[src/sv/spc_pkg.sv]
// Shared types and constants for the status packet checker.
package spc_pkg;

  localparam int unsigned CfgIdxW = 2;

  typedef enum logic [CfgIdxW-1:0] {
    CFG_FIRST_CHECK = 2'd0,
    CFG_HEADER_BYTE = 2'd1,
    CFG_MIN_FRAME   = 2'd2
  } cfg_idx_t;

  typedef enum logic [2:0] {
    FAIL_NONE     = 3'd0,
    FAIL_SHORT    = 3'd1,
    FAIL_HDR1     = 3'd2,
    FAIL_HDR2     = 3'd3,
    FAIL_LENGTH   = 3'd4,
    FAIL_DEVICE   = 3'd5,
    FAIL_CHECKSUM = 3'd6,
    FAIL_BAD_STEP = 3'd7
  } fail_t;

  localparam int unsigned NumChecks = 6;

  typedef struct packed {
    logic [2:0] first_check;
    logic [7:0] header_byte;
    logic [7:0] min_frame_bytes;
  } cfg_t;

  typedef struct packed {
    logic       frame_ok;
    fail_t      fail_reason;
    logic [7:0] device_id;
    logic [7:0] device_error;
  } verdict_t;

endpackage

[src/sv/spc_frame_eval.sv]
// Per-frame state tracking and verdict logic of the status packet checker.
module spc_frame_eval #(
  parameter int unsigned MAX_FRAME_BYTES = 256
) (
  input  logic              clk,
  input  logic              rst_n,
  input  logic              step_en,
  input  logic [7:0]        rx_byte,
  input  logic              frame_end,
  input  spc_pkg::cfg_t     cfg,
  output spc_pkg::verdict_t verdict
);

  localparam int unsigned CntW = $clog2(MAX_FRAME_BYTES + 1);
  localparam int unsigned CmpW = (CntW > 8) ? CntW : 8;
  localparam logic [CntW-1:0] CntMax = CntW'(MAX_FRAME_BYTES);
  localparam int unsigned NumChecksW = spc_pkg::NumChecks;

  logic [CntW-1:0] byte_count_r, byte_count_nxt;
  logic [7:0]      running_sum_r, running_sum_nxt;
  logic [1:0]      hdr_mis_r, hdr_mis_nxt;
  logic [7:0]      length_r, length_nxt;
  logic [7:0]      id_r, id_nxt;
  logic [7:0]      error_r, error_nxt;

  logic [CntW-1:0] idx;
  logic [CntW-1:0] n;
  logic [1:0]      hdr_mis_upd;
  logic [7:0]      length_upd, id_upd, error_upd;
  logic [NumChecksW-1:0] fails;
  spc_pkg::fail_t reason;

  assign idx = byte_count_r;
  assign n   = (idx < CntMax) ? CntW'(idx + 1'b1) : CntMax;

  // Fold the current byte into the captured fields before judging.
  always_comb begin
    hdr_mis_upd = hdr_mis_r;
    if (idx == CntW'(0) && rx_byte != cfg.header_byte) hdr_mis_upd[0] = 1'b1;
    if (idx == CntW'(1) && rx_byte != cfg.header_byte) hdr_mis_upd[1] = 1'b1;
    id_upd     = (idx == CntW'(2)) ? rx_byte : id_r;
    length_upd = (idx == CntW'(3)) ? rx_byte : length_r;
    error_upd  = (idx == CntW'(4)) ? rx_byte : error_r;
  end

  always_comb begin
    fails[0] = CmpW'(n) < CmpW'(cfg.min_frame_bytes);
    fails[1] = hdr_mis_upd[0];
    fails[2] = (n < CntW'(2)) || hdr_mis_upd[1];
    fails[3] = (n < CntW'(4)) || (CmpW'(length_upd) != CmpW'(n) - CmpW'(4));
    fails[4] = (n < CntW'(5)) || (error_upd != 8'd0);
    fails[5] = (n < CntW'(3)) || (rx_byte != ~running_sum_r);
  end

  // Report the first failing check at or after the start step; a start step past the last check reports a bad step.
  always_comb begin
    reason = spc_pkg::FAIL_NONE;
    if (cfg.first_check >= 3'(spc_pkg::NumChecks)) begin
      reason = spc_pkg::FAIL_BAD_STEP;
    end else begin
      for (int s = spc_pkg::NumChecks - 1; s >= 0; s--) begin
        if (fails[s] && (3'(s) >= cfg.first_check)) begin
          reason = spc_pkg::fail_t'(3'(s + 1));
        end
      end
    end
  end

  assign verdict.frame_ok     = (reason == spc_pkg::FAIL_NONE);
  assign verdict.fail_reason  = reason;
  assign verdict.device_id    = id_upd;
  assign verdict.device_error = error_upd;

  always_comb begin
    byte_count_nxt  = byte_count_r;
    running_sum_nxt = running_sum_r;
    hdr_mis_nxt     = hdr_mis_r;
    length_nxt      = length_r;
    id_nxt          = id_r;
    error_nxt       = error_r;
    if (step_en) begin
      if (frame_end) begin
        byte_count_nxt  = '0;
        running_sum_nxt = 8'd0;
        hdr_mis_nxt     = 2'b00;
        length_nxt      = 8'd0;
        id_nxt          = 8'd0;
        error_nxt       = 8'd0;
      end else begin
        byte_count_nxt = n;
        if (idx >= CntW'(2)) running_sum_nxt = running_sum_r + rx_byte;
        hdr_mis_nxt = hdr_mis_upd;
        length_nxt  = length_upd;
        id_nxt      = id_upd;
        error_nxt   = error_upd;
      end
    end
  end

  always_ff @(posedge clk) begin
    if (!rst_n) begin
      byte_count_r  <= '0;
      running_sum_r <= 8'd0;
      hdr_mis_r     <= 2'b00;
      length_r      <= 8'd0;
      id_r          <= 8'd0;
      error_r       <= 8'd0;
    end else begin
      byte_count_r  <= byte_count_nxt;
      running_sum_r <= running_sum_nxt;
      hdr_mis_r     <= hdr_mis_nxt;
      length_r      <= length_nxt;
      id_r          <= id_nxt;
      error_r       <= error_nxt;
    end
  end

endmodule

[config.mk]
export PLATFORM = sky130hd
export DESIGN_NAME = spc_frame_eval
export DESIGN_NICKNAME = d
export VERILOG_FILES = /design/src/sv/spc_pkg.sv /design/src/sv/spc_frame_eval.sv
export SDC_FILE = /design/constraint.sdc
export NUM_CORES = 1
export LEC_CHECK = 0
export BUFFER_PORTS_ARGS = -buffer_cell sky130_fd_sc_hd__buf_4
export CORE_MARGIN = 2
export CORE_UTILIZATION = 40
export DETAILED_ROUTE_END_ITERATION = 12
export PLACE_DENSITY = 0.69
export SYNTH_ARGS = -nofsm -noshare
export SYNTH_HDL_FRONTEND = slang
export SYNTH_SLANG_ARGS = --single-unit
[constraint.sdc]
create_clock -name clk -period 4.1 [get_ports clk]
set_clock_uncertainty 0.05 [all_clocks]
set_input_delay 0.615 -clock clk [delete_from_list [all_inputs] [get_ports clk]]
set_output_delay 0.615 -clock clk [all_outputs]
set_load 0.01 [all_outputs]
; ---- Word-level counts from Yosys, hierarchy flattened
; Index checks and enable logic that the tools add are counted.
[totals]
regBits = 43
in_bits = 31
out_inout_bits = 20
wordCells = 68
[classes]
n_addsub = 3
n_lt_le_gt_ge = 14
eq_ne = 7
mux = 20
n_bitwise = 1
reduce_logical = 17
[op_table]
columns = op, count
row1 = 8-bit 2-to-1 mux, 8
row2 = 3-bit 2-to-1 mux, 7
row3 = 9-bit by 2-bit == test with 1-bit output (second input constant), 2
row4 = 9-bit by 2-bit < comparator with 1-bit output (second input constant), 2
row5 = 9-bit by 3-bit < comparator with 1-bit output (second input constant), 2
row6 = 9-bit 2-to-1 mux, 2
row7 = 8-bit inequality test, 2
row8 = 9-bit by 1-bit adder with 9-bit output (second input constant), 1
row9 = 9-bit by 1-bit == test with 1-bit output (second input constant), 1
row10 = 9-bit by 3-bit == test with 1-bit output (second input constant), 1
row11 = 9-bit by 2-bit greater-or-equal comparator with 1-bit output (second input constant), 1
row12 = 9-bit zero test, 1
row13 = 9-bit by 8-bit < comparator with 1-bit output, 1
row14 = 9-bit < comparator (second input constant), 1
row15 = 8-bit by 9-bit inequality test with 1-bit output, 1
row16 = 9-bit by 3-bit subtractor with 9-bit output (second input constant), 1
row17 = 8-bit adder, 1
row18 = 1-bit logical AND, 8
row19 = 8-bit inverter, 1
row20 = 8-bit nonzero test, 1
row21 = 1-bit by 3-bit greater-or-equal comparator with 1-bit output (first input constant), 2
row22 = 2-bit by 3-bit greater-or-equal comparator with 1-bit output (first input constant), 2
row23 = 3-bit greater-or-equal comparator (first input constant), 2
row24 = 1-bit logical OR, 4
row25 = other kinds (6), 7

; ---- Longest topological paths before layout
[depth]
depth_word = 13
ltp_mapped = 13
ltp_nobuf = 12

; ---- Least setup slack after synthesis
; No wires, ideal clock.
[synth_path]
path_type = register to output
startpoint = register byte_count_r[4]
endpoint = output port verdict[19] (netlist bit)
arrival_time_ns = 3.335
required_ns = 3.435
slack_ns = 0.100
path_stages_with_launch = 12
path_buffers = 3
path_cell_list = dfxtp_1 buf_6 or4_4 buf_6 or4_1 buf_4 mux2i_4 xor2_1 or4b_2 o221ai_2 nand4b_1 a2111oi_2
[synth_rtl]
columns = item, line
row1 = "start, declared", spc_frame_eval.sv:19  ; logic [CntW-1:0] byte_count_r, byte_count_nxt;
row2 = "start signal, assigned", spc_frame_eval.sv:109  ; byte_count_r <= byte_count_nxt;
row3 = "end, declared", spc_frame_eval.sv:11  ; output spc_pkg::verdict_t verdict

==> qor.txt <==
CLOCK TREE
--------------------------------------------------------------------------------------------------------
Clock root buffer                                                                           sky130_fd_sc_hd__clkbuf_8
Clock tree from TritonCTS                                                                            yes
Number of buffers added to fix hold violations after cts                                               0
Total number of clock tree sinks                                                                      43
Clock network latency to the later pin of the worst-skew pair                                    0.30 ns
CTS buffer count                                                                                       5
Clock H-tree levels                                                                                    2
Post-CTS clock slew at the launch and capture registers of the worst setup and hold paths        0.08 ns
Buffers from clock root to sink, at most                                                               2

STA
--------------------------------------------------------------------------------------------------------
Final clock period utilization by the worst path                                                   98.9%
Post-Route Hold Slack                                                                           0.441 ns
Achievable clock frequency                                                                     0.247 GHz
# setup viols final                                                                                    0
Slew of the pin with the lowest slew margin                                                     0.614 ns
Min cycle time layout                                                                            4.05 ns
Setup repair after global routing missed its margin                                                 true
Relative slew slack                                                                                58.8%
Max Transition Viols Final                                                                             0
Setup TNS                                                                                           0 ns
Final number of hold-violating endpoints                                                               0

GLOBAL ROUTE
--------------------------------------------------------------------------------------------------------
Congestion Overflow GR                                                                                 0
Met3 Resource Use GR                                                                               3.61%
Pin count of the biggest net entering global routing                                                  43
First-pass GRT wire length                                                                       16.0 mm
Routing usage on met1                                                                              26.4%
Most used routing layer in global routing                                                           met2
Via count of the first global-routing pass                                                          3184
Fraction of met2 tracks used by global routing                                                     35.4%
Number of antenna violations at the first check in global routing                                      0
GRT Overall Usage                                                                                  20.7%

SYNTH
--------------------------------------------------------------------------------------------------------
Ys async rst share                                                                                    0%
Flops & latches, synth                                                                                43
Average cell area after synthesis                                                             8.13 sq um
Number of nets produced by synthesis                                                                 472
Most common cell in the synthesized netlist                                                 sky130_fd_sc_hd__nor2b_1
Number of warnings reported in the yosys synthesis log                                                 0
Synthesized-area fraction occupied by adder cells                                                  7.05%
Largest area contributor in the synthesized netlist                                         sky130_fd_sc_hd__dfxtp_1
Area share of and/or/nand/nor cells after synthesis                                                24.7%
Share of synthesized area spent on multiplexers                                                    7.42%
Commonest cells in the synthesized netlist                                                  sky130_fd_sc_hd__nor2b_1, sky130_fd_sc_hd__dfxtp_1, sky130_fd_sc_hd__a21oi_1, sky130_fd_sc_hd__inv_1, sky130_fd_sc_hd__nor2_1
Post-synth EDFFs                                                                                       0
Post-synthesis sequential area ratio                                                               25.0%
Share of the synthesized netlist area taken by xor and xnor gates                                  5.85%
Top_reg_cell synth                                                                          sky130_fd_sc_hd__dfxtp_1
Largest family of logic cells by synthesized area                                           simple AND/OR/NAND/NOR gates
Number of standard cells after synthesis                                                             423
Proportion of netlist area held by the largest area contributor                                    25.0%
Count of cell types in the netlist                                                                    69
Synthesized area                                                                              3440 sq um
Leading post-synthesis cells by cell area                                                   sky130_fd_sc_hd__dfxtp_1, sky130_fd_sc_hd__nor2b_1, sky130_fd_sc_hd__ha_1, sky130_fd_sc_hd__mux2_2, sky130_fd_sc_hd__a21oi_1
Share of the synthesized area in compound gates (AO/OA/AOI/OAI)                                    23.7%

POWER
--------------------------------------------------------------------------------------------------------
Pwr per Cell Area                                                                            222 nW/um^2
Peak ir drop on the vdd network                                                                   160 uV
Leakage power of the design                                                                      1.74 nW

ROUTE
--------------------------------------------------------------------------------------------------------
Detailed-route wire length                                                                       9.82 mm
DR WL/cell                                                                                       17.1 um
DRT antenna net count                                                                                  0
Routed vias                                                                                         3284
DR vias/cell                                                                                        5.70
Detailed Route Iter0 Violations                                                                      188
Total DRC errors in the routed layout                                                                  0
Number of optimization iterations in the first detailed-route pass                                     4

FINAL LAYOUT
--------------------------------------------------------------------------------------------------------
Number of nets at the end of the flow                                                                519
Final standard cell utilization of the core                                                        50.0%
Area overhead of the layout relative to synthesis                                                  19.9%
Fin area                                                                                      4130 sq um
Total area of multi-input combinational cells                                                 2420 sq um
Fillers                                                                                              790
Proportion of layout cells with a drive suffix above 1                                             23.6%
Total area of sequential cells                                                                 863 sq um
Antenna cells                                                                                          0

DIE
--------------------------------------------------------------------------------------------------------
Number of top-level pins                                                                              51
Total number of placement rows                                                                        33
Overall die area                                                                              9360 sq um
Total core area                                                                               8260 sq um
Initial core utilization                                                                           41.7%
Vertical die dimension                                                                           96.7 um
Width of the die                                                                                 96.7 um

PLACEMENT
--------------------------------------------------------------------------------------------------------
Half-perimeter wire length of the detailed placement result                                      7.22 mm
Port Buffer Count                                                                                     50
Routability congestion estimate                                                                    0.896
Cell area reported after detailed placement                                                   3940 sq um

SETUP PATH
--------------------------------------------------------------------------------------------------------
Startpoint type of the worst setup path                                                             flop
Biggest fanout along the worst timing path                                                             6
Arrival time reported for the critical path endpoint                                             3.39 ns
Endpoint required time on the critical path                                                      3.43 ns
Element type at the critical path end                                                         output pin
Critical path class                                                                              reg2out

STATUS
--------------------------------------------------------------------------------------------------------
Run status                                                                                  complete, no violations

MIN PATH
--------------------------------------------------------------------------------------------------------
Hold crit path type                                                                              reg2reg

RUN
--------------------------------------------------------------------------------------------------------
Number of max-cap violations                                                                           0

## power breakdown
part | leakage, nW | switching, mW | internal [mW]
sequential | 0.348 | 0.00179 | 0.420
clock | 0.0612 | 0.149 | 0.197
combinational | 1.33 | 0.0855 | 0.0636
## metal layers
metal  part of all wire [%]  vias to the layer above
met2                     48                       88
met1                     44                     1553
li1                       -                     1630
met5                      0                        -
met4                    1.7                        0
met3                    5.9                       13
## per-stage QoR
| stage | setup slack, ns | std cells | power, mW |
|---|---|---|---|
| after floorplan | 0.100 | 423 | 0.513 |
| after global placement | 0.159 | 567 | 0.575 |
| after detailed placement | 0.119 | 567 | 0.578 |
| after CTS | 0.00980 | 576 | 0.925 |
| after global routing | -0.0925 | 576 | 0.958 |
| final | 0.0453 | 576 | 0.917 |
## cell families (layout without fill, tap and decap cells)
kind of cell / count (synthesis) / after routing
flip-flops: 43 / 43
buffers and inverters: 52 / 100
XOR/XNOR: 23 / 23
AND/OR/NAND/NOR: 148 / 148
multiplexers: 22 / 22
adder cells (fa/ha/maj): 19 / 19
AO/OA/AOI/OAI: 116 / 116
## cells in the final DEF, fill, tap and decap left out, types with 3 or more instances in the layout
cell type	synthesis	routed
sky130_fd_sc_hd__a211oi_1	3	3
sky130_fd_sc_hd__a21o_1	7	7
sky130_fd_sc_hd__a21oi_1	30	30
sky130_fd_sc_hd__a22oi_1	15	15
sky130_fd_sc_hd__a31oi_1	3	3
sky130_fd_sc_hd__and2_1	9	9
sky130_fd_sc_hd__buf_4	1	64
sky130_fd_sc_hd__clkbuf_8	0	6
sky130_fd_sc_hd__dfxtp_1	43	41
sky130_fd_sc_hd__ha_1	17	17
sky130_fd_sc_hd__inv_1	27	27
sky130_fd_sc_hd__mux2_2	18	17
sky130_fd_sc_hd__nand2_1	16	15
sky130_fd_sc_hd__nand3_1	9	8
sky130_fd_sc_hd__nand4_1	4	4
sky130_fd_sc_hd__nor2_1	21	21
sky130_fd_sc_hd__nor2b_1	54	54
sky130_fd_sc_hd__nor3_1	9	9
sky130_fd_sc_hd__nor4_1	7	7
sky130_fd_sc_hd__o211ai_1	6	6
sky130_fd_sc_hd__o21a_1	3	3
sky130_fd_sc_hd__o21ai_0	11	11
sky130_fd_sc_hd__o22ai_1	7	6
sky130_fd_sc_hd__or4_1	4	3
sky130_fd_sc_hd__xnor2_1	6	6
sky130_fd_sc_hd__xor2_1	17	17
## critical path, stage by stage, from the launching register on
cell	delay [ns]
sky130_fd_sc_hd__dfxtp_2	0.35
sky130_fd_sc_hd__or4_4	0.53
sky130_fd_sc_hd__or4_4	0.47
sky130_fd_sc_hd__buf_4	0.19
sky130_fd_sc_hd__mux2i_4	0.20
sky130_fd_sc_hd__xor2_1	0.15
sky130_fd_sc_hd__o41a_1	0.35
sky130_fd_sc_hd__o22ai_2	0.19
sky130_fd_sc_hd__nand4b_1	0.17
sky130_fd_sc_hd__a2111oi_4	0.32
sky130_fd_sc_hd__buf_4	0.17
## final cells by class
cell class / count / share of cell area (%)
Clock buffer: 6 / 2.00
Inverter: 27 / 2.46
Clock inverter: 2 / 0.849
Multi-Input combinational cell: 328 / 58.7
Tap cell: 105 / 3.18
Sequential cell: 43 / 20.9
Timing Repair Buffer: 65 / 11.9
## timing repair
item                                    in CTS  in global routing
resized for setup                            6                  7
endpoints found under the hold margin        0                  0
setup buffers                                1                  0
endpoints found under the setup margin       3                  2
pin swaps                                    2                  2
## registers in the layout (all words and copies together), names as in the netlist
register	flops
byte_count_r	9
error_r	8
id_r	8
length_r	8
running_sum_r	8
hdr_mis_r	2
## final timing paths
path / from / end / slack, ns / cells past startpoint
hold reg to reg: hdr_mis_r[0]$_SDFFE_PN0P_ / hdr_mis_r[0]$_SDFFE_PN0P_ / 0.44 / 1
setup / recovery: byte_count_r[6]$_SDFFE_PN0P_ / verdict[19] / 0.05 / 10
hold / removal: hdr_mis_r[0]$_SDFFE_PN0P_ / hdr_mis_r[0]$_SDFFE_PN0P_ / 0.44 / 1
setup reg to reg: byte_count_r[6]$_SDFFE_PN0P_ / length_r[4]$_SDFFE_PN0P_ / 1.71 / 6
No activity file was read; power rests on OpenSTA's default activity.
